==> src/hdl/utf8ic_pkg.sv <==
// Shared types, constants and helpers for the UTF-8 indexed code point picker.
// Used by the channel interfaces, the decode core, the result register and the top level.
package utf8ic_pkg;

	localparam int unsigned BYTE_W       = 8;
	localparam int unsigned CHAR_INDEX_W = 31;
	localparam int unsigned CODE_W       = 21;
	localparam int unsigned STATUS_W     = 2;

	// UTF-8 lead byte patterns and payload masks.
	localparam logic [BYTE_W-1:0] LEAD4_MASK = 8'hF8;
	localparam logic [BYTE_W-1:0] LEAD4_PAT  = 8'hF0;
	localparam logic [BYTE_W-1:0] LEAD3_MASK = 8'hF0;
	localparam logic [BYTE_W-1:0] LEAD3_PAT  = 8'hE0;
	localparam logic [BYTE_W-1:0] LEAD2_MASK = 8'hE0;
	localparam logic [BYTE_W-1:0] LEAD2_PAT  = 8'hC0;
	localparam logic [BYTE_W-1:0] CONT_BITS  = 8'h3F;
	localparam logic [BYTE_W-1:0] LEAD4_BITS = 8'h07;
	localparam logic [BYTE_W-1:0] LEAD3_BITS = 8'h0F;
	localparam logic [BYTE_W-1:0] LEAD2_BITS = 8'h1F;

	typedef enum logic [STATUS_W-1:0] {
		ST_OK    = 2'd0,
		ST_OOB   = 2'd1,
		ST_TRUNC = 2'd2
	} status_t;

	typedef struct packed {
		logic [CODE_W-1:0] code_point;
		status_t           status;
	} result_t;

	// Number of bytes that follow the given lead byte.
	function automatic logic [1:0] extra_bytes(input logic [BYTE_W-1:0] b);
		logic [1:0] n;
		if ((b & LEAD4_MASK) == LEAD4_PAT) begin
			n = 2'd3;
		end else if ((b & LEAD3_MASK) == LEAD3_PAT) begin
			n = 2'd2;
		end else if ((b & LEAD2_MASK) == LEAD2_PAT) begin
			n = 2'd1;
		end else begin
			n = 2'd0;
		end
		return n;
	endfunction

endpackage

==> src/hdl/utf8ic_in_if.sv <==
// Byte input channel of the UTF-8 indexed code point picker: valid/ready plus payload.
// Depends on utf8ic_pkg for the field widths.
interface utf8ic_in_if;
	logic                                valid;
	logic                                ready;
	logic [utf8ic_pkg::BYTE_W-1:0]       data_byte;
	logic [utf8ic_pkg::CHAR_INDEX_W-1:0] char_index;
	logic                                last_byte;

	modport source (output valid, output data_byte, output char_index, output last_byte,
		input ready);
	modport sink (input valid, input data_byte, input char_index, input last_byte,
		output ready);
endinterface

==> src/hdl/utf8ic_out_if.sv <==
// Result channel of the UTF-8 indexed code point picker: valid/ready plus payload.
// Depends on utf8ic_pkg for the field widths and the status type.
interface utf8ic_out_if;
	logic                          valid;
	logic                          ready;
	logic [utf8ic_pkg::CODE_W-1:0] code_point;
	utf8ic_pkg::status_t           status;

	modport source (output valid, output code_point, output status, input ready);
	modport sink (input valid, input code_point, input status, output ready);
endinterface

==> src/hdl/utf8ic_core.sv <==
// Per-string state and single-pass decode of one byte of the UTF-8 picker.
// Depends on utf8ic_pkg for widths, lead byte helpers and the result type.
module utf8ic_core #(
	parameter int unsigned INDEX_BITS = 31
) (
	input  logic                                clk,
	input  logic                                arst_n,
	input  logic                                step,
	input  logic [utf8ic_pkg::BYTE_W-1:0]       data_byte,
	input  logic [utf8ic_pkg::CHAR_INDEX_W-1:0] char_index,
	input  logic                                last_byte,
	output utf8ic_pkg::result_t                 res
);

	logic [INDEX_BITS-1:0]         chars_seen_q, target_index_q;
	logic [1:0]                    skip_left_q, cont_left_q;
	logic [utf8ic_pkg::CODE_W-1:0] code_acc_q;
	logic                          found_flag_q, mid_string_q;

	logic [INDEX_BITS-1:0]         chars_cur, target_cur, chars_nxt;
	logic [1:0]                    skip_cur, cont_cur, skip_nxt, cont_nxt, n_extra;
	logic [utf8ic_pkg::CODE_W-1:0] acc_cur, acc_nxt;
	logic                          found_cur, found_nxt;

	// The first byte of a string starts from cleared state and the new index.
	always_comb begin
		if (mid_string_q) begin
			chars_cur  = chars_seen_q;
			target_cur = target_index_q;
			skip_cur   = skip_left_q;
			cont_cur   = cont_left_q;
			acc_cur    = code_acc_q;
			found_cur  = found_flag_q;
		end else begin
			chars_cur  = '0;
			target_cur = INDEX_BITS'(char_index);
			skip_cur   = '0;
			cont_cur   = '0;
			acc_cur    = '0;
			found_cur  = 1'b0;
		end
	end

	assign n_extra = utf8ic_pkg::extra_bytes(data_byte);

	always_comb begin
		chars_nxt = chars_cur;
		skip_nxt  = skip_cur;
		cont_nxt  = cont_cur;
		acc_nxt   = acc_cur;
		found_nxt = found_cur;
		if (found_cur) begin
			if (cont_cur != 2'd0) begin
				acc_nxt  = {acc_cur[utf8ic_pkg::CODE_W-7:0],
					data_byte[5:0] & utf8ic_pkg::CONT_BITS[5:0]};
				cont_nxt = cont_cur - 2'd1;
			end
		end else if (skip_cur != 2'd0) begin
			skip_nxt = skip_cur - 2'd1;
		end else if (chars_cur == target_cur) begin
			found_nxt = 1'b1;
			cont_nxt  = n_extra;
			case (n_extra)
				2'd3:    acc_nxt = utf8ic_pkg::CODE_W'(data_byte & utf8ic_pkg::LEAD4_BITS);
				2'd2:    acc_nxt = utf8ic_pkg::CODE_W'(data_byte & utf8ic_pkg::LEAD3_BITS);
				2'd1:    acc_nxt = utf8ic_pkg::CODE_W'(data_byte & utf8ic_pkg::LEAD2_BITS);
				default: acc_nxt = utf8ic_pkg::CODE_W'(data_byte);
			endcase
		end else begin
			skip_nxt  = n_extra;
			chars_nxt = chars_cur + INDEX_BITS'(1);
		end
	end

	always_comb begin
		if (found_nxt && cont_nxt == 2'd0) begin
			res.code_point = acc_nxt;
			res.status     = utf8ic_pkg::ST_OK;
		end else if (found_nxt) begin
			res.code_point = '0;
			res.status     = utf8ic_pkg::ST_TRUNC;
		end else begin
			res.code_point = '0;
			res.status     = utf8ic_pkg::ST_OOB;
		end
	end

	// Per-string fields are only read while mid_string_q is set, so a last byte
	// needs to clear just that flag.
	always_ff @(posedge clk or negedge arst_n) begin
		if (!arst_n) begin
			chars_seen_q   <= '0;
			target_index_q <= '0;
			skip_left_q    <= '0;
			cont_left_q    <= '0;
			code_acc_q     <= '0;
			found_flag_q   <= 1'b0;
			mid_string_q   <= 1'b0;
		end else if (step) begin
			chars_seen_q   <= chars_nxt;
			target_index_q <= target_cur;
			skip_left_q    <= skip_nxt;
			cont_left_q    <= cont_nxt;
			code_acc_q     <= acc_nxt;
			found_flag_q   <= found_nxt;
			mid_string_q   <= !last_byte;
		end
	end

`ifndef SYNTH
	a_last_ends_string: assert property (@(posedge clk) disable iff (!arst_n)
		step && last_byte |=> !mid_string_q)
		else $error("string state still open after its last byte");
	a_cont_only_when_found: assert property (@(posedge clk) disable iff (!arst_n)
		cont_left_q != 2'd0 |-> found_flag_q)
		else $error("continuation bytes owed without a found character");
	a_skip_not_when_found: assert property (@(posedge clk) disable iff (!arst_n)
		found_flag_q |-> skip_left_q == 2'd0)
		else $error("skip count live after the wanted character was found");
`endif

endmodule

==> src/hdl/utf8ic_out_reg.sv <==
// Result register of the UTF-8 picker: holds one finished result until its transfer.
// Depends on utf8ic_pkg for the result type and on utf8ic_out_if for the channel.
module utf8ic_out_reg (
	input  logic                clk,
	input  logic                arst_n,
	input  logic                load,
	input  utf8ic_pkg::result_t res,
	output logic                free,
	utf8ic_out_if.source        result
);

	logic                valid_q;
	utf8ic_pkg::result_t res_q;

	assign free = !valid_q || result.ready;

	always_ff @(posedge clk or negedge arst_n) begin
		if (!arst_n) begin
			valid_q <= 1'b0;
		end else if (load) begin
			valid_q <= 1'b1;
		end else if (result.ready) begin
			valid_q <= 1'b0;
		end
	end

	always_ff @(posedge clk) begin
		if (load) begin
			res_q <= res;
		end
	end

	assign result.valid      = valid_q;
	assign result.code_point = res_q.code_point;
	assign result.status     = res_q.status;

`ifndef SYNTH
	a_error_zero_code: assert property (@(posedge clk) disable iff (!arst_n)
		valid_q && res_q.status != utf8ic_pkg::ST_OK |-> res_q.code_point == '0)
		else $error("error result carries a nonzero code point");
	a_no_overwrite: assert property (@(posedge clk) disable iff (!arst_n)
		load |-> free)
		else $error("result register loaded while a result is waiting");
	a_status_legal: assert property (@(posedge clk) disable iff (!arst_n)
		valid_q |-> res_q.status != 2'd3)
		else $error("result status outside its defined codes");
`endif

endmodule

==> src/hdl/utf8_indexed_code_point.sv <==
// Top level of the UTF-8 indexed code point picker: input register, decode core, result register.
// Depends on utf8ic_pkg, utf8ic_in_if, utf8ic_out_if, utf8ic_core and utf8ic_out_reg.
//
// The block takes one byte of a UTF-8 string per cycle on the bytes channel; the first byte of
// each string carries the wanted character index and the byte flagged last_byte closes the
// string. It counts characters by the length each lead byte announces, decodes the wanted
// character and, for each string, delivers exactly one transfer on the result channel after the
// last byte passes from the input register into the result register: the code point with status
// ok, or zero with status index out of bounds or truncated sequence. A byte passes from the input
// register through one level of decode logic into the per-string counters, so the sustained rate
// is one byte per cycle; bytes.ready drops only while a last byte waits in the input register and
// the result register still holds an untaken result.
module utf8_indexed_code_point #(
	parameter int unsigned INDEX_BITS = 31
) (
	input  logic         clk,
	input  logic         arst_n,
	utf8ic_in_if.sink    bytes,
	utf8ic_out_if.source result
);

	logic                                valid_s1;
	logic [utf8ic_pkg::BYTE_W-1:0]       data_byte_s1;
	logic [utf8ic_pkg::CHAR_INDEX_W-1:0] char_index_s1;
	logic                                last_byte_s1;

	logic                free;
	logic                step;
	utf8ic_pkg::result_t res;

	// A byte that closes no string never needs the result register.
	assign step        = valid_s1 && (!last_byte_s1 || free);
	assign bytes.ready = !valid_s1 || step;

	always_ff @(posedge clk or negedge arst_n) begin
		if (!arst_n) begin
			valid_s1 <= 1'b0;
		end else if (bytes.ready) begin
			valid_s1 <= bytes.valid;
		end
	end

	always_ff @(posedge clk) begin
		if (bytes.ready && bytes.valid) begin
			data_byte_s1  <= bytes.data_byte;
			char_index_s1 <= bytes.char_index;
			last_byte_s1  <= bytes.last_byte;
		end
	end

	utf8ic_core #(
		.INDEX_BITS (INDEX_BITS)
	) u_core (
		.clk        (clk),
		.arst_n     (arst_n),
		.step       (step),
		.data_byte  (data_byte_s1),
		.char_index (char_index_s1),
		.last_byte  (last_byte_s1),
		.res        (res)
	);

	utf8ic_out_reg u_out_reg (
		.clk    (clk),
		.arst_n (arst_n),
		.load   (step && last_byte_s1),
		.res    (res),
		.free   (free),
		.result (result)
	);

`ifndef SYNTH
	a_last_gives_result: assert property (@(posedge clk) disable iff (!arst_n)
		step && last_byte_s1 |=> result.valid)
		else $error("last byte processed without a result");
	a_ready_when_drained: assert property (@(posedge clk) disable iff (!arst_n)
		!result.valid |-> bytes.ready)
		else $error("input stalled while the result register is empty");
	a_plain_byte_flows: assert property (@(posedge clk) disable iff (!arst_n)
		valid_s1 && !last_byte_s1 |-> step)
		else $error("byte that closes no string was held back");
`endif

endmodule

==> src/flat_wrapper.sv <==
// flat-port wrapper written by rule: the top's interface ports become plain ports
module utf8_indexed_code_point_flat 
#(
	parameter int unsigned INDEX_BITS = 31
)
  (clk, arst_n, bytes_valid, bytes_data_byte, bytes_char_index, bytes_last_byte, bytes_ready, result_valid, result_code_point, result_status, result_ready);
  utf8ic_in_if bytes_i ();
  utf8ic_out_if result_i ();
  input  logic clk;
  input  logic arst_n;
  input wire logic [$bits(bytes_i.valid)-1:0] bytes_valid;
  input wire logic [$bits(bytes_i.data_byte)-1:0] bytes_data_byte;
  input wire logic [$bits(bytes_i.char_index)-1:0] bytes_char_index;
  input wire logic [$bits(bytes_i.last_byte)-1:0] bytes_last_byte;
  output wire logic [$bits(bytes_i.ready)-1:0] bytes_ready;
  output wire logic [$bits(result_i.valid)-1:0] result_valid;
  output wire logic [$bits(result_i.code_point)-1:0] result_code_point;
  output wire logic [$bits(result_i.status)-1:0] result_status;
  input wire logic [$bits(result_i.ready)-1:0] result_ready;
  assign bytes_i.valid = bytes_valid;
  assign bytes_i.data_byte = bytes_data_byte;
  assign bytes_i.char_index = bytes_char_index;
  assign bytes_i.last_byte = bytes_last_byte;
  assign bytes_ready = bytes_i.ready;
  assign result_valid = result_i.valid;
  assign result_code_point = result_i.code_point;
  assign result_status = result_i.status;
  assign result_i.ready = result_ready;
  utf8_indexed_code_point #(.INDEX_BITS(INDEX_BITS)) u_core (.clk(clk), .arst_n(arst_n), .bytes(bytes_i), .result(result_i));
endmodule
==> config.mk <==
export PLATFORM = sky130hd
export DESIGN_NAME = utf8_indexed_code_point_flat
export DESIGN_NICKNAME = d
export VERILOG_FILES = /design/src/hdl/utf8ic_pkg.sv /design/src/hdl/utf8ic_in_if.sv /design/src/hdl/utf8ic_out_if.sv /design/src/hdl/utf8ic_core.sv /design/src/hdl/utf8ic_out_reg.sv /design/src/hdl/utf8_indexed_code_point.sv /design/src/flat_wrapper.sv
export SDC_FILE = /design/constraint.sdc
export NUM_CORES = 1
export LEC_CHECK = 0
export BUFFER_PORTS_ARGS = -buffer_cell sky130_fd_sc_hd__buf_4
export CAP_MARGIN = 40
export CORE_MARGIN = 8
export CORE_UTILIZATION = 50
export DETAILED_ROUTE_END_ITERATION = 16
export PLACE_DENSITY = 0.71
export SLEW_MARGIN = 40
export SYNTH_ARGS = -nofsm -noshare
export SYNTH_HDL_FRONTEND = slang
export SYNTH_SLANG_ARGS = --single-unit
==> constraint.sdc <==
create_clock -name clk -period 6.8 [get_ports clk]
set_input_delay 0.34 -clock clk [delete_from_list [all_inputs] [get_ports clk]]
set_output_delay 0.34 -clock clk [all_outputs]
set_load 0.02 [all_outputs]
== Word-level counts from Yosys, hierarchy flattened ==
Cells that the tools add are included.

* Bits in registers: 154
* Latch bits: 0
* RAM bits: 0
* Memory bits (read-only): 0
* Logic and storage cells: 69
* Memories: 0

* Add/sub/neg operators: 3
* $mul: 0
* Divide/modulo/power cells: 0
* Order comparisons: 0
* Equality and inequality tests: 7
* Shift operators: 0
* Mux-type cells: 31
* Bitwise logic cells: 0
* Reductions and logical operators: 14

{| class="wikitable"
|+ Operators by type and width
! cell !! count
|-
| 31-bit two-way mux || 5
|-
| 21-bit two-way mux || 5
|-
| 31-bit by 1-bit adder with 31-bit output (second input constant) || 1
|-
| 31-bit == test || 1
|-
| 2-bit two-way mux || 12
|-
| 8-bit case mux with 3 select lines || 1
|-
| 23-bit two-way mux || 1
|-
| 1-bit two-way mux || 7
|-
| 2-bit nonzero test || 3
|-
| 5-bit == test (second input constant) || 1
|-
| 2-bit == test (second input constant) || 2
|-
| 4-bit == test (second input constant) || 1
|-
| 1-bit logical AND || 4
|-
| 2-bit by 1-bit subtractor with 2-bit output (second input constant) || 2
|-
| 3-bit == test (second input constant) || 1
|-
| 1-bit logical NOT || 3
|-
| 1-bit logical OR || 3
|-
| 2-bit by 1-bit == test with 1-bit output (second input constant) || 1
|-
| 2-bit logical NOT || 1
|}

== Depth between registers and ports, before layout ==
Gate-level depths: netlist of the first run.

* Word-level depth: 10
* Depth in mapped cells: 15

== Hierarchy ==
Synthesis of the first run repeated with hierarchy kept, for this count alone.

* Cell total of the unflattened synthesis: 625
* Area, all modules: 7194.4 um^2

{| class="wikitable"
|+ By module, submodules not included
! module !! times used !! cells an instance !! area each (um^2)
|-
| utf8ic_core || 1 || 552 || 5176.2
|-
| utf8_indexed_code_point || 1 || 47 || 1280.0
|-
| utf8ic_out_reg || 1 || 26 || 738.2
|}

== Worst setup path before layout of the first run ==
OpenSTA, ideal clock, no wires.

* Path kind: register -> register
* Start point: register u_core.u_core.mid_string_q
* End point: register u_core.u_core.chars_seen_q[18]
* Setup time: 138 ps
* Arrival time: 3262 ps
* Path slack: 3401 ps
* Stages on the path, launching flop included: 16
* Path buffers: 5
* Clock period less this slack: 3399 ps
* Cells stage by stage: dfrtp_1 buf_2 buf_2 clkbuf_1 buf_1 clkbuf_1 and2_1 ha_1 nand3_1 nor2_1 nand4_1 nor3_1 nand2_1 a2111oi_0 xnor2_1 o22ai_1

* Cells in the longest elaborated chain, start to end: 5
* Elaborated cells on any way between the ends: 10
* Those cells by class: add/sub: 1; eq/ne: 1; mux: 7; reduce/logical: 1

{| class="wikitable"
|+ Ends and longest elaborated chain
! what !! RTL line !! RTL
|-
| start, declared || utf8ic_core.sv:18 || <nowiki>logic found_flag_q, mid_string_q;</nowiki>
|-
| start signal, assigned || utf8ic_core.sv:106 || <nowiki>mid_string_q <= !last_byte;</nowiki>
|-
| 31-bit two-way mux || utf8ic_core.sv:27 || <nowiki>if (mid_string_q) begin</nowiki>
|-
| 31-bit by 1-bit adder with 31-bit output or 31-bit == test (tied branches) || utf8ic_core.sv:71, utf8ic_core.sv:60 ||
|-
| 31-bit two-way mux || utf8ic_core.sv:60 || <nowiki>end else if (chars_cur == target_cur) begin</nowiki>
|-
| 31-bit two-way mux || utf8ic_core.sv:58 || <nowiki>end else if (skip_cur != 2'd0) begin</nowiki>
|-
| 31-bit two-way mux * || utf8ic_core.sv:52 || <nowiki>if (found_cur) begin</nowiki>
|-
| end signal, assigned || utf8ic_core.sv:100 || <nowiki>chars_seen_q <= chars_nxt;</nowiki>
|-
| end, declared || utf8ic_core.sv:15 || <nowiki>logic [INDEX_BITS-1:0] chars_seen_q, target_index_q;</nowiki>
|}

Every way passes the cells marked *; elsewhere a longest branch is shown, timed or not.
A chain may end at the register's enable or synchronous reset.

== Worst setup path after layout of the first run ==
* Start point: register u_core.u_core.mid_string_q
* End point: register u_core.u_core.code_acc_q[16] (netlist bit)

* Cells in the longest elaborated chain, start to end: 5
* Elaborated cells on any way between the ends: 13
* Those cells by class: eq/ne: 1; mux: 10; reduce/logical: 2

{| class="wikitable"
|+ Ends and longest elaborated chain
! what !! RTL line !! RTL
|-
| 31-bit two-way mux || utf8ic_core.sv:27 ||
|-
| 31-bit == test || utf8ic_core.sv:60 ||
|-
| 21-bit two-way mux || utf8ic_core.sv:60 ||
|-
| 21-bit two-way mux || utf8ic_core.sv:58 ||
|-
| 21-bit two-way mux * || utf8ic_core.sv:52 ||
|-
| end signal, assigned || utf8ic_core.sv:104 || <nowiki>code_acc_q <= acc_nxt;</nowiki>
|-
| end, declared || utf8ic_core.sv:17 || <nowiki>logic [utf8ic_pkg::CODE_W-1:0] code_acc_q;</nowiki>
|}

Marks and branches as above.

==> summary.md, run 1 <==
| Metric | Value |
|---|---|
| Synth Flop Type | dfrtp_1 |
| Core area | 0.0144 sq mm |
| Post-route DRC | 0 |
| Synth Net Count | 756 |
| Setup Fix Bufs, Post-CTS | 0 |
| Full die area | 0.0186 sq mm |
| Slew @ Worst Pin | 802 ps |
| Critical path launch point | u_core.u_core.mid_string_q |
| CP Capture Point | u_core.u_core.code_acc_q[16] |
| R2R Path Start | u_core.u_core.mid_string_q |
| Routed vias | 5790 |
| FF-to-FF setup slack | 2730 ps |
| Critical Path Fanout Max | 27 |
| Synth Cell Area | 0.00726 sq mm |
| Min-delay worst type | input pin to flip-flop |
| Post-DP HPWL | 12100 um |
| Sequential power share | 0.459 |
| CTS tree | yes |
| CP required | 7110 ps |
| LEAKAGE | 3.46 nW |
| Clk network pwr share | 0.400 |
| Net Sw Frac | 0.269 |
| Rows | 44 |
| Seq/Total Area, Yosys | 0.575 |
| First-pass GRT wire length | 28800 um |
| Hold Vio Cnt, Final | 0 |
| Max-Slew Margin vs Limit | 0.465 |
| Commonest non-fill, non-tap cell in the layout | nand2_1 |
| Synth cell types | 73 |
| Crit. End Element | flip-flop |
| PnR worst setup slack | 2730 ps |
| Post-cts hold buffer count | 1 |
| Final TNS setup | 0 ps |
| Routability cong. | 0.901 |
| Reg2Reg Depth | 8 |
| Outcome | complete, no violations |
| Clk sinks | 154 |
| Vias in the first global route | 5799 |
| CTS resizes | 0 |
| CTS root buffer | clkbuf_16 |
| Die Y | 136 um |
| Wire per inst | 18.1 um |
| Fin crit share | 0.598 |
| Post-layout nets | 817 |
| Critical path type | flip-flop to flip-flop |
| Dpl ws | 2680 ps |
| I/O Pins | 69 |
| Antenna fix cells | 0 |
| Post-synth EDFFs | 63 |
| Switch Pwr | 0.682 mW |
| Gr usage total | 0.198 |
| Yosys reg bits | 154 |
| Share of cells above drive strength 1 | 0.173 |
| Area grow syn2layout | 18.7% |
| Setup repair after global routing missed its margin | false |
| Mapped Cells | 711 |
| Combinational Power Share | 0.140 |
| PwrDens | 294 mW/mm^2 |
| Overflow after GRT | 0 |
| H-tree depth | 4 |
| Die W | 136 um |
| CTS buffer count | 17 |
| Final setup fails | 0 |
| Synth warnings | 0 |
| CP Launch Type | flip-flop |
| Most frequent cells in the layout | nand2_1 (178), dfrtp_1 (91), buf_4 (76), edfxtp_1 (63), inv_1 (29) |
| Int Pwr | 1.85 mW |
| Final WL | 17500 um |
| Max IR drop VDD | 170 uV |
| Largest net degree at the start of global routing | 48 |
| Port Buffers | 68 |
| Reg2reg end | u_core.u_core.code_acc_q[16] |
| Bufs on Longest Clock Path | 2 |
| Initial Util | 0.505 |
| Pins Over Slew Limit | 0 |
| Initial DRC Count | 599 |
| Avg Synthesized Cell Area | 10.2 sq um |
| Async set-reset flop share out of synthesis | 0.591 |
| Routed Antenna Nets | 0 |
| MaxCap Viol Count | 0 |
| Clk slew on worst S/H paths | 60 ps |
| CP arrival | 4380 ps |
| Clk_lat worst skew | 430 ps |
| Via density | 5.98 |
| Min Tclk post-route | 4070 ps |
| Skew final | 9.26 ps |
| Maximum clock rate | 246 MHz |
| Antenna violations before repair | 0 |
| Drt first pass iters | 6 |
[Yosys cell counts (all sizes together) (4+ instances only)]
master,instances,area [sq um]
a31oi,10,62.6
inv,31,116
buf,9,55.1
and3,10,62.6
o2bb2ai,5,43.8
a22o,15,131
a21oi,31,178
dfrtp,91,2280
nand2,178,668
nor3,10,50.1
o22ai,10,62.6
a211oi,6,55.1
and2,8,51.3
o21ai,23,115
xnor2,14,123
a221oi,4,35.0
nand3,21,118
clkbuf,27,101
nand4,12,75.1
a22oi,7,52.6
nor2,31,116
or2,5,31.3
xor2,16,140
edfxtp,63,1890
nand2b,8,50.1
o221ai,5,43.8
[state kept, by name, summed over array words and instances, names as in the netlist]
signal,flops
u_core.char_index_s1,31
u_core.data_byte_s1,8
u_core.last_byte_s1,1
u_core.u_core.chars_seen_q,31
u_core.u_core.code_acc_q,21
u_core.u_core.cont_left_q,2
u_core.u_core.found_flag_q,1
u_core.u_core.mid_string_q,1
u_core.u_core.skip_left_q,2
u_core.u_core.target_index_q,31
u_core.u_out_reg.result.code_point,21
u_core.u_out_reg.result.status,2
u_core.u_out_reg.result.valid,1
u_core.valid_s1,1
[stage by stage]
stage / util / instance area [sq um] / power [mW] / hold WS, ps / std cells
floorplan: - / 7260 / 1.39 / 44.4 / 711
global placement: 0.550 / 7910 / 1.51 / 384 / 935
detailed placement: 0.551 / 7910 / 1.53 / 388 / 935
CTS: 0.596 / 8570 / 2.54 / 64.1 / 968
global route: 0.599 / 8610 / 2.65 / 64.6 / 969
finish: 0.599 / 8610 / 2.53 / 83.6 / 969
[layer usage]
layer  track usage  wire [um]  vias up
met5             0          0        -
met4         0.130        696        0
met3        0.0455       1120       54
met2         0.316       8580      264
met1         0.237       7150     2809
li1              -          -     2663
[worst min path at each step]
stage	from	endpoint	cells past startpoint
3_5_place_dp	arst_n	u_core.u_core.code_acc_q[4]	1
2_1_floorplan	arst_n	u_core.u_core.chars_seen_q[0]	0
6_report	bytes_char_index[27]	u_core.char_index_s1[27]	1
4_1_cts	bytes_char_index[27]	u_core.char_index_s1[27]	1
5_1_grt	bytes_char_index[19]	u_core.char_index_s1[19]	1
3_3_place_gp	arst_n	u_core.u_core.code_acc_q[4]	1
[worst max-delay path, cell delays in order, from the launching register on]
cell and delay, ps:
dfrtp_1 840, inv_2 410, a221o_1 380, a222oi_1 510
nand4bb_4 160, a211oi_4 570, a41oi_1 300, nand2b_1 450
a22o_1 310
[area by class of cell]
class                      instances  area, sq um
clock buffer                      19          453
clock inverter                    13          190
fill                            1194         5760
inverter                          32          120
multi-input combinational        489         2840
sequential                       154         4170
tap                              184          230
timing repair buffer              78          608
[logic make-up after synthesis]
logic type,count (synthesis),synth area share
AND/OR/NAND/NOR,302,0.191
flip-flops,154,0.575
AO/OA/AOI/OAI,151,0.151
XOR/XNOR,30,0.0362
multiplexers,5,0.00776
adder cells (fa/ha/maj),1,0.00172
buffers and inverters,68,0.0381
[power groups by stage]
stage | Combinational [mW] | Sequential (mW) | Clock, mW
after floorplan | 0.237 | 1.15 | 0
after global placement | 0.335 | 1.17 | 0
after detailed placement | 0.347 | 1.18 | 0
after CTS | 0.352 | 1.16 | 1.03
after global routing | 0.397 | 1.18 | 1.07
final | 0.355 | 1.16 | 1.01
Power figures use the tool's default switching activity.
==> inputs of run 2 (changes only) <==
- clock period: 6.8 -> 3.87 ns (I/O delays scaled with it)
==> summary.md, run 2 (synthesis results as in run 1) <==
| Metric | Value |
|---|---|
| Biggest regs | u_core.char_index_s1 (31), u_core.u_core.chars_seen_q (31), u_core.u_core.target_index_q (31) |
| Commonest non-fill, non-tap cell in the layout | nand2_1 |
| Max IR drop VDD | 363 uV (+110%) |
| Area grow syn2layout | 24.2% |
| PwrDens | 493 mW/mm^2 (+68%) |
| MaxCap Viol Count | 0 (unchanged) |
| CP max-delay cell | or4_1 |
| Skew final | 5.76 ps (-3.50 ps) |
| Bufs on Longest Clock Path | 2 (unchanged) |
| LEAKAGE | 3.64 nW (+5.1%) |
| First-pass GRT wire length | 29900 um (+3.8%) |
| Fin crit share | 0.841 (+0.243) |
| Area of the multi-input gates | 0.00283 sq mm (-0.44%) |
| CP Launch Type | flip-flop |
| Drt first pass iters | 5 (-1) |
| Min-delay worst type | input pin to flip-flop |
| Antenna violations before repair | 0 (unchanged) |
| Post-DP HPWL | 12300 um (+1.8%) |
| Pins Over Slew Limit | 0 (unchanged) |
| Vias in the first global route | 5962 (+2.8%) |
| Reg2Reg Depth | 9 (+1) |
| Largest net degree at the start of global routing | 56 (+17%) |
| Slew @ Worst Pin | 790 ps (-12.3 ps) |
| Final setup fails | 0 (unchanged) |
| Total Power | 4.44 mW (+75%) |
| H-tree depth | 4 (unchanged) |
| Initial Util | 0.505 (unchanged) |
| Post-route DRC | 0 (unchanged) |
| Final TNS setup | 0 ps (unchanged) |
| Most used cell along the critical path | buf_4 |
| Final WL | 18100 um (+3.2%) |
| CTS tree | yes |
| Port Buffers | 68 (unchanged) |
| Overflow after GRT | 0 (unchanged) |
| Critical path type | flip-flop to flip-flop |
| Min Tclk post-route | 3260 ps (-812 ps) |
| Routability cong. | 0.945 (+4.8%) |
| Reg2reg end | u_core.u_out_reg.result.code_point[4] |
| Setup Fix Bufs, Post-CTS | 0 (unchanged) |
| Via density | 5.84 (-2.3%) |
| Wire per inst | 17.8 um (-1.6%) |
| Clk slew on worst S/H paths | 60 ps (about the same) |
| Clk_lat worst skew | 430 ps (about the same) |
| Die W | 136 um (unchanged) |
| FF-to-FF setup slack | 610 ps (-2120 ps) |
| Placed instance count | 942 (+0.75%) |
| Core area | 0.0144 sq mm (unchanged) |
| Gr usage total | 0.206 (+0.00750) |
| Reg area | 0.00417 sq mm (unchanged) |
| CTS resizes | 0 (unchanged) |
| Final Instance Count excl. Fillers | 1016 (+4.9%) |
| Routed Antenna Nets | 0 (unchanged) |
| Antenna fix cells | 0 (unchanged) |
| Routed vias | 5934 (+2.5%) |
| Clk sinks | 154 (unchanged) |
| Most frequent cells in the layout | nand2_1 (178), dfrtp_1 (91), buf_4 (83), edfxtp_1 (63), dlygate4sd3_1 (42) |
| Outcome | complete, no violations |
| Hold Vio Cnt, Final | 0 (unchanged) |
| CTS buffer count | 17 (unchanged) |
| Hold wc startpoint | result_ready |
| CTS root buffer | clkbuf_16 |
| CP arrival | 3500 ps (-880 ps) |
| Full die area | 0.0186 sq mm (unchanged) |
| Initial DRC Count | 787 (+31%) |
| Max-Slew Margin vs Limit | 0.472 (+0.00763) |
| R2R Path Start | u_core.u_core.mid_string_q |
| Rows | 44 (unchanged) |
| CP required | 4110 ps (-3000 ps) |
| I/O Pins | 69 (unchanged) |
| Post-layout util | 0.627 (+0.0277) |
| Cell Chain, Critical Path | buf_4 > buf_4 > a31oi_1 > or4_1 > a211oi_2 > buf_4 > nand3_4 > o31a_1 > a211oi_1 |
| Worst Hold End | u_core.u_out_reg.result.valid |
| Die Y | 136 um (unchanged) |
| Setup repair after global routing missed its margin | false |
| Maximum clock rate | 307 MHz (+25%) |
| Critical Path Fanout Max | 30 (+11%) |
| Share of cells above drive strength 1 | 0.167 (-0.00618) |
| Crit. End Element | flip-flop |
| Max stage delay on crit path | 570 ps (-270 ps) |
| WHS Path Cells | 3 (+2) |
| Fillers | 1126 (-5.7%) |
| Post-layout nets | 864 (+5.8%) |
## run 2: final cells by class
cell class / instances / area share
Sequential cell: 154 / 0.463
Multi-Input combinational cell: 489 / 0.314
Timing Repair Buffer: 125 / 0.116
Clock buffer: 19 / 0.0492
Tap cell: 184 / 0.0256
Clock inverter: 13 / 0.0194
Inverter: 32 / 0.0133
## run 2: worst max path at each step
stage,endpoint,slack [ps],cells after the start,startpoint
2_1_floorplan,u_core.u_core.chars_seen_q[18],470,15,u_core.u_core.mid_string_q
3_3_place_gp,u_core.u_out_reg.result.code_point[4],820,9,u_core.char_index_s1[7]
3_5_place_dp,u_core.u_out_reg.result.code_point[4],700,9,u_core.char_index_s1[7]
4_1_cts,u_core.u_out_reg.result.code_point[4],680,9,u_core.char_index_s1[7]
5_1_grt,u_core.u_out_reg.result.code_point[4],440,9,u_core.u_core.mid_string_q
6_report,u_core.u_out_reg.result.code_point[4],610,9,u_core.u_core.mid_string_q
## run 2: repair_timing
item,4_1_cts,5_1_grt
endpoints found under the setup margin,0,0
endpoints found under the hold margin,95,0
hold buffers,42,0
## run 2: through the flow
step / instance area [sq um] / hold WS (ps) / setup WS [ps]
after floorplan: 7260 / -102 / 471
after global placement: 7960 / 280 / 815
after detailed placement: 7960 / 293 / 699
after CTS: 9000 / 62.9 / 683
after global routing: 9010 / 68.2 / 442
final: 9010 / 80.8 / 614
## run 2: report_power, final
group	leakage, nW	internal (mW)	total, mW	switching (mW)
sequential	1.80	1.88	2.04	0.160
combinational	1.55	0.281	0.668	0.388
clock	0.296	1.09	1.73	0.644
## run 2: routing by layer
| metal | vias up | track usage | share of wire |
|---|---|---|---|
| li1 | 2758 | - | - |
| met1 | 2856 | 0.238 | 0.40 |
| met2 | 263 | 0.344 | 0.50 |
| met3 | 57 | 0.0488 | 0.067 |
| met4 | 0 | 0.117 | 0.038 |
| met5 | - | 0 | 0 |
## run 2: critical path: cells and delay by family, from the launching register on
family                 cells  cell delay, ps
AO/OA/AOI/OAI              4            1130
buffers and inverters      3             850
AND/OR/NAND/NOR            2             710
flip-flops                 1             360
==> inputs of run 3 (changes only) <==
- ABC_AREA: not set -> 1
- clock period: 3.87 -> 3.28 ns (I/O delays scaled with it)
==> summary.md, run 3 <==
| Metric | Value |
|---|---|
| Skew final | 7.85 ps (+2.09 ps) |
| Setup Fix Bufs, Post-CTS | 0 (unchanged) |
| Hold Vio Cnt, Final | 0 (unchanged) |
| Area leader, netlist | dfrtp_1 |
| Core area | 0.0151 sq mm (+5.0%) |
| Clk network pwr share | 0.357 (-0.033) |
| R2R Path Start | u_core.u_core.mid_string_q |
| CTS tree | yes |
| H-tree depth | 4 (unchanged) |
| Critical path launch point | u_core.u_core.mid_string_q |
| Routability cong. | 0.867 (-8.2%) |
| Post-route DRC | 0 (unchanged) |
| Wire per inst | 15.1 um (-15%) |
| Synth warnings | 0 (unchanged) |
| Avg Synthesized Cell Area | 8.44 sq um (-17%) |
| Placed inst area | 0.00832 sq mm (+4.5%) |
| Final setup fails | 0 (unchanged) |
| Commonest non-fill, non-tap cell in the layout | nand2_1 |
| Synth Net Count | 950 (+26%) |
| Maximum clock rate | 333 MHz (+8.6%) |
| Post-DP HPWL | 12500 um (+1.6%) |
| Synth area leaders | dfrtp_1 (30%), edfxtp_1 (25%), nand2_1 (13%), nand3_1 (6.5%), nor2_1 (4.0%) |
| CP max-delay cell | dfrtp_4 |
| Gr usage total | 0.194 (-0.0114) |
| Seq/Total Area, Yosys | 0.546 (-0.0285) |
| Pins Over Slew Limit | 0 (unchanged) |
| PwrDens | 548 mW/mm^2 (+11%) |
| CP arrival | 3160 ps (-340 ps) |
| Min-delay worst type | input pin to asynchronous set/reset pin |
| Via density | 5.37 (-8.0%) |
| Drt first pass iters | 6 (+1) |
| CTS buffer count | 17 (unchanged) |
| Setup repair after global routing missed its margin | false |
| Full die area | 0.0195 sq mm (+4.6%) |
| Fin crit share | 0.914 (+0.0728) |
| Largest net degree at the start of global routing | 71 (+27%) |
| Antenna fix cells | 0 (unchanged) |
| CTS root buffer | clkbuf_16 |
| MaxCap Viol Count | 0 (unchanged) |
| Post-synth EDFFs | 63 (unchanged) |
| Total Power | 5.10 mW (+15%) |
| CP required | 3440 ps (-670 ps) |
| Antenna violations before repair | 0 (unchanged) |
| Switch Pwr | 1.47 mW (+24%) |
| CTS resizes | 0 (unchanged) |
| Die W | 140 um (+2.3%) |
| Most frequent cells in the layout | nand2_1 (268), nand3_1 (99), dfrtp_1 (90), buf_4 (86), nor2_1 (81) |
| Synth Flop Type | dfrtp_1 |
| Count leader, synth | nand2_1 |
| LEAKAGE | 4.02 nW (+10%) |
| Final WL | 18400 um (+1.4%) |
| Initial Util | 0.506 (+0.00101) |
| Share of cells above drive strength 1 | 0.132 (-0.0354) |
| Biggest regs | u_core.char_index_s1 (31), u_core.u_core.chars_seen_q (31), u_core.u_core.target_index_q (31) |
| Async set-reset flop share out of synthesis | 0.591 (unchanged) |
| Synth cell types | 30 (-59%) |
| Synth Cell Area | 0.00763 sq mm (+5.2%) |
| Routed Antenna Nets | 0 (unchanged) |
| Sequential power share | 0.461 (+0.002) |
| Fin Hold WS | 316 ps (+235 ps) |
| Area share of the largest cell type after synthesis | 0.298 (-0.0156) |
| Int Pwr | 3.62 mW (+12%) |
| Rows | 45 (+2.3%) |
| Port Buffers | 68 (unchanged) |
| Max-Slew Margin vs Limit | 0.536 (+0.0633) |
| First-pass GRT wire length | 30700 um (+2.7%) |
| Post-cts hold buffer count | 43 (+2.4%) |
| Cell Chain, Critical Path | buf_4 > buf_4 > nand2_2 > o21ai_1 > nand4_1 > nor2_2 > nand3_1 > nand2_1 > nand3_1 > nand2_1 > nor2_1 > nand2_1 > buf_4 > nor2_1 |
| Final Instance Count excl. Fillers | 1213 (+19%) |
| Final TNS setup | 0 ps (unchanged) |
| Critical Path Fanout Max | 31 (+3.3%) |
| Reg2Reg Depth | 14 (+5) |
| Non-Filler Cell Area, Final | 0.00929 sq mm (+3.1%) |
| Post-layout nets | 1057 (+22%) |
| Max IR drop VDD | 343 uV (-5.4%) |
| Routed vias | 6516 (+9.8%) |
| Placed instance count | 1138 (+21%) |
| Combinational Power Share | 0.183 (+0.032) |
| FF-to-FF setup slack | 280 ps (-330 ps) |
| Post-layout util | 0.616 (-0.0112) |
| Net Sw Frac | 0.289 (+0.0205) |
| Vias in the first global route | 6235 (+4.6%) |
| Critical path type | flip-flop to flip-flop |
| PnR worst setup slack | 281 ps (-332 ps) |
| Area grow syn2layout | 21.7% |
| Bufs on Longest Clock Path | 2 (unchanged) |
| Mapped Cells | 905 (+27%) |
| Slew @ Worst Pin | 697 ps (-93.3 ps) |
| Die Y | 140 um (+2.3%) |
| Initial DRC Count | 516 (-34%) |
| Yosys reg bits | 154 (unchanged) |
| Clk sinks | 154 (unchanged) |
| Clk slew on worst S/H paths | 60 ps (about the same) |
| Outcome | complete, no violations |
| Dpl ws | 318 ps (-381 ps) |
| Clk_lat worst skew | 430 ps (about the same) |
| Max stage delay on crit path | 480 ps (-90 ps) |
| Post-synth top cells | nand2_1 (268), nand3_1 (99), dfrtp_1 (91), nor2_1 (81), inv_1 (80) |
| I/O Pins | 69 (unchanged) |
| Crit. End Element | flip-flop |
| Fillers | 1293 (+15%) |
| Min Tclk post-route | 3000 ps (-258 ps) |
| Overflow after GRT | 0 (unchanged) |
| CP Launch Type | flip-flop |
[run 3: path summary, 6_finish.rpt]
check | endpoint
setup / recovery | u_core.u_out_reg.result.code_point[10]
hold / removal | u_core.u_core.code_acc_q[5]
setup reg to reg | u_core.u_out_reg.result.code_point[10]
hold reg to reg | u_core.u_core.target_index_q[4]
max in group asynchronous | u_core.u_core.chars_seen_q[21]
min in group clk | u_core.char_index_s1[28]
[run 3: power groups by stage]
stage / logic (mW) / clock network [mW] / registers [mW]
after detailed placement: 0.882 / 0 / 2.38
after CTS: 0.931 / 1.84 / 2.35
final: 0.931 / 1.82 / 2.35
after global placement: 0.865 / 0 / 2.37
after global routing: 1.06 / 1.92 / 2.37
after floorplan: 0.621 / 0 / 2.36
[run 3: area by class of cell]
class | count | area, sq um | area share
tap | 188 | 235 | 0.0253
sequential | 154 | 4170 | 0.449
multi-input combinational | 626 | 2930 | 0.316
inverter | 83 | 313 | 0.0337
clock buffer | 22 | 464 | 0.0500
clock inverter | 10 | 76.3 | 0.00821
timing repair buffer | 130 | 1100 | 0.118
[run 3: kinds of logic (layout without fill, tap and decap cells)]
| group | after synthesis | after routing | synth area share |
|---|---|---|---|
| adder cells (fa/ha/maj) | 1 | 1 | 0.00164 |
| buffers and inverters | 125 | 245 | 0.0696 |
| AND/OR/NAND/NOR | 485 | 485 | 0.267 |
| flip-flops | 154 | 154 | 0.546 |
| XOR/XNOR | 28 | 28 | 0.0321 |
| AO/OA/AOI/OAI | 112 | 112 | 0.0836 |
[run 3: worst max-delay path: cells and delay by family, from the launching register on]
kind	cells	cell delay, ps
AND/OR/NAND/NOR	10	1130
flip-flops	1	480
buffers and inverters	3	940
AO/OA/AOI/OAI	1	170
[run 3: per-layer routing]
metal	wire length, um	track usage	vias to the layer above
met5	0	0	-
met2	9060	0.326	226
li1	-	-	3198
met4	464	0.0811	0
met3	1110	0.0421	38
met1	7730	0.239	3054
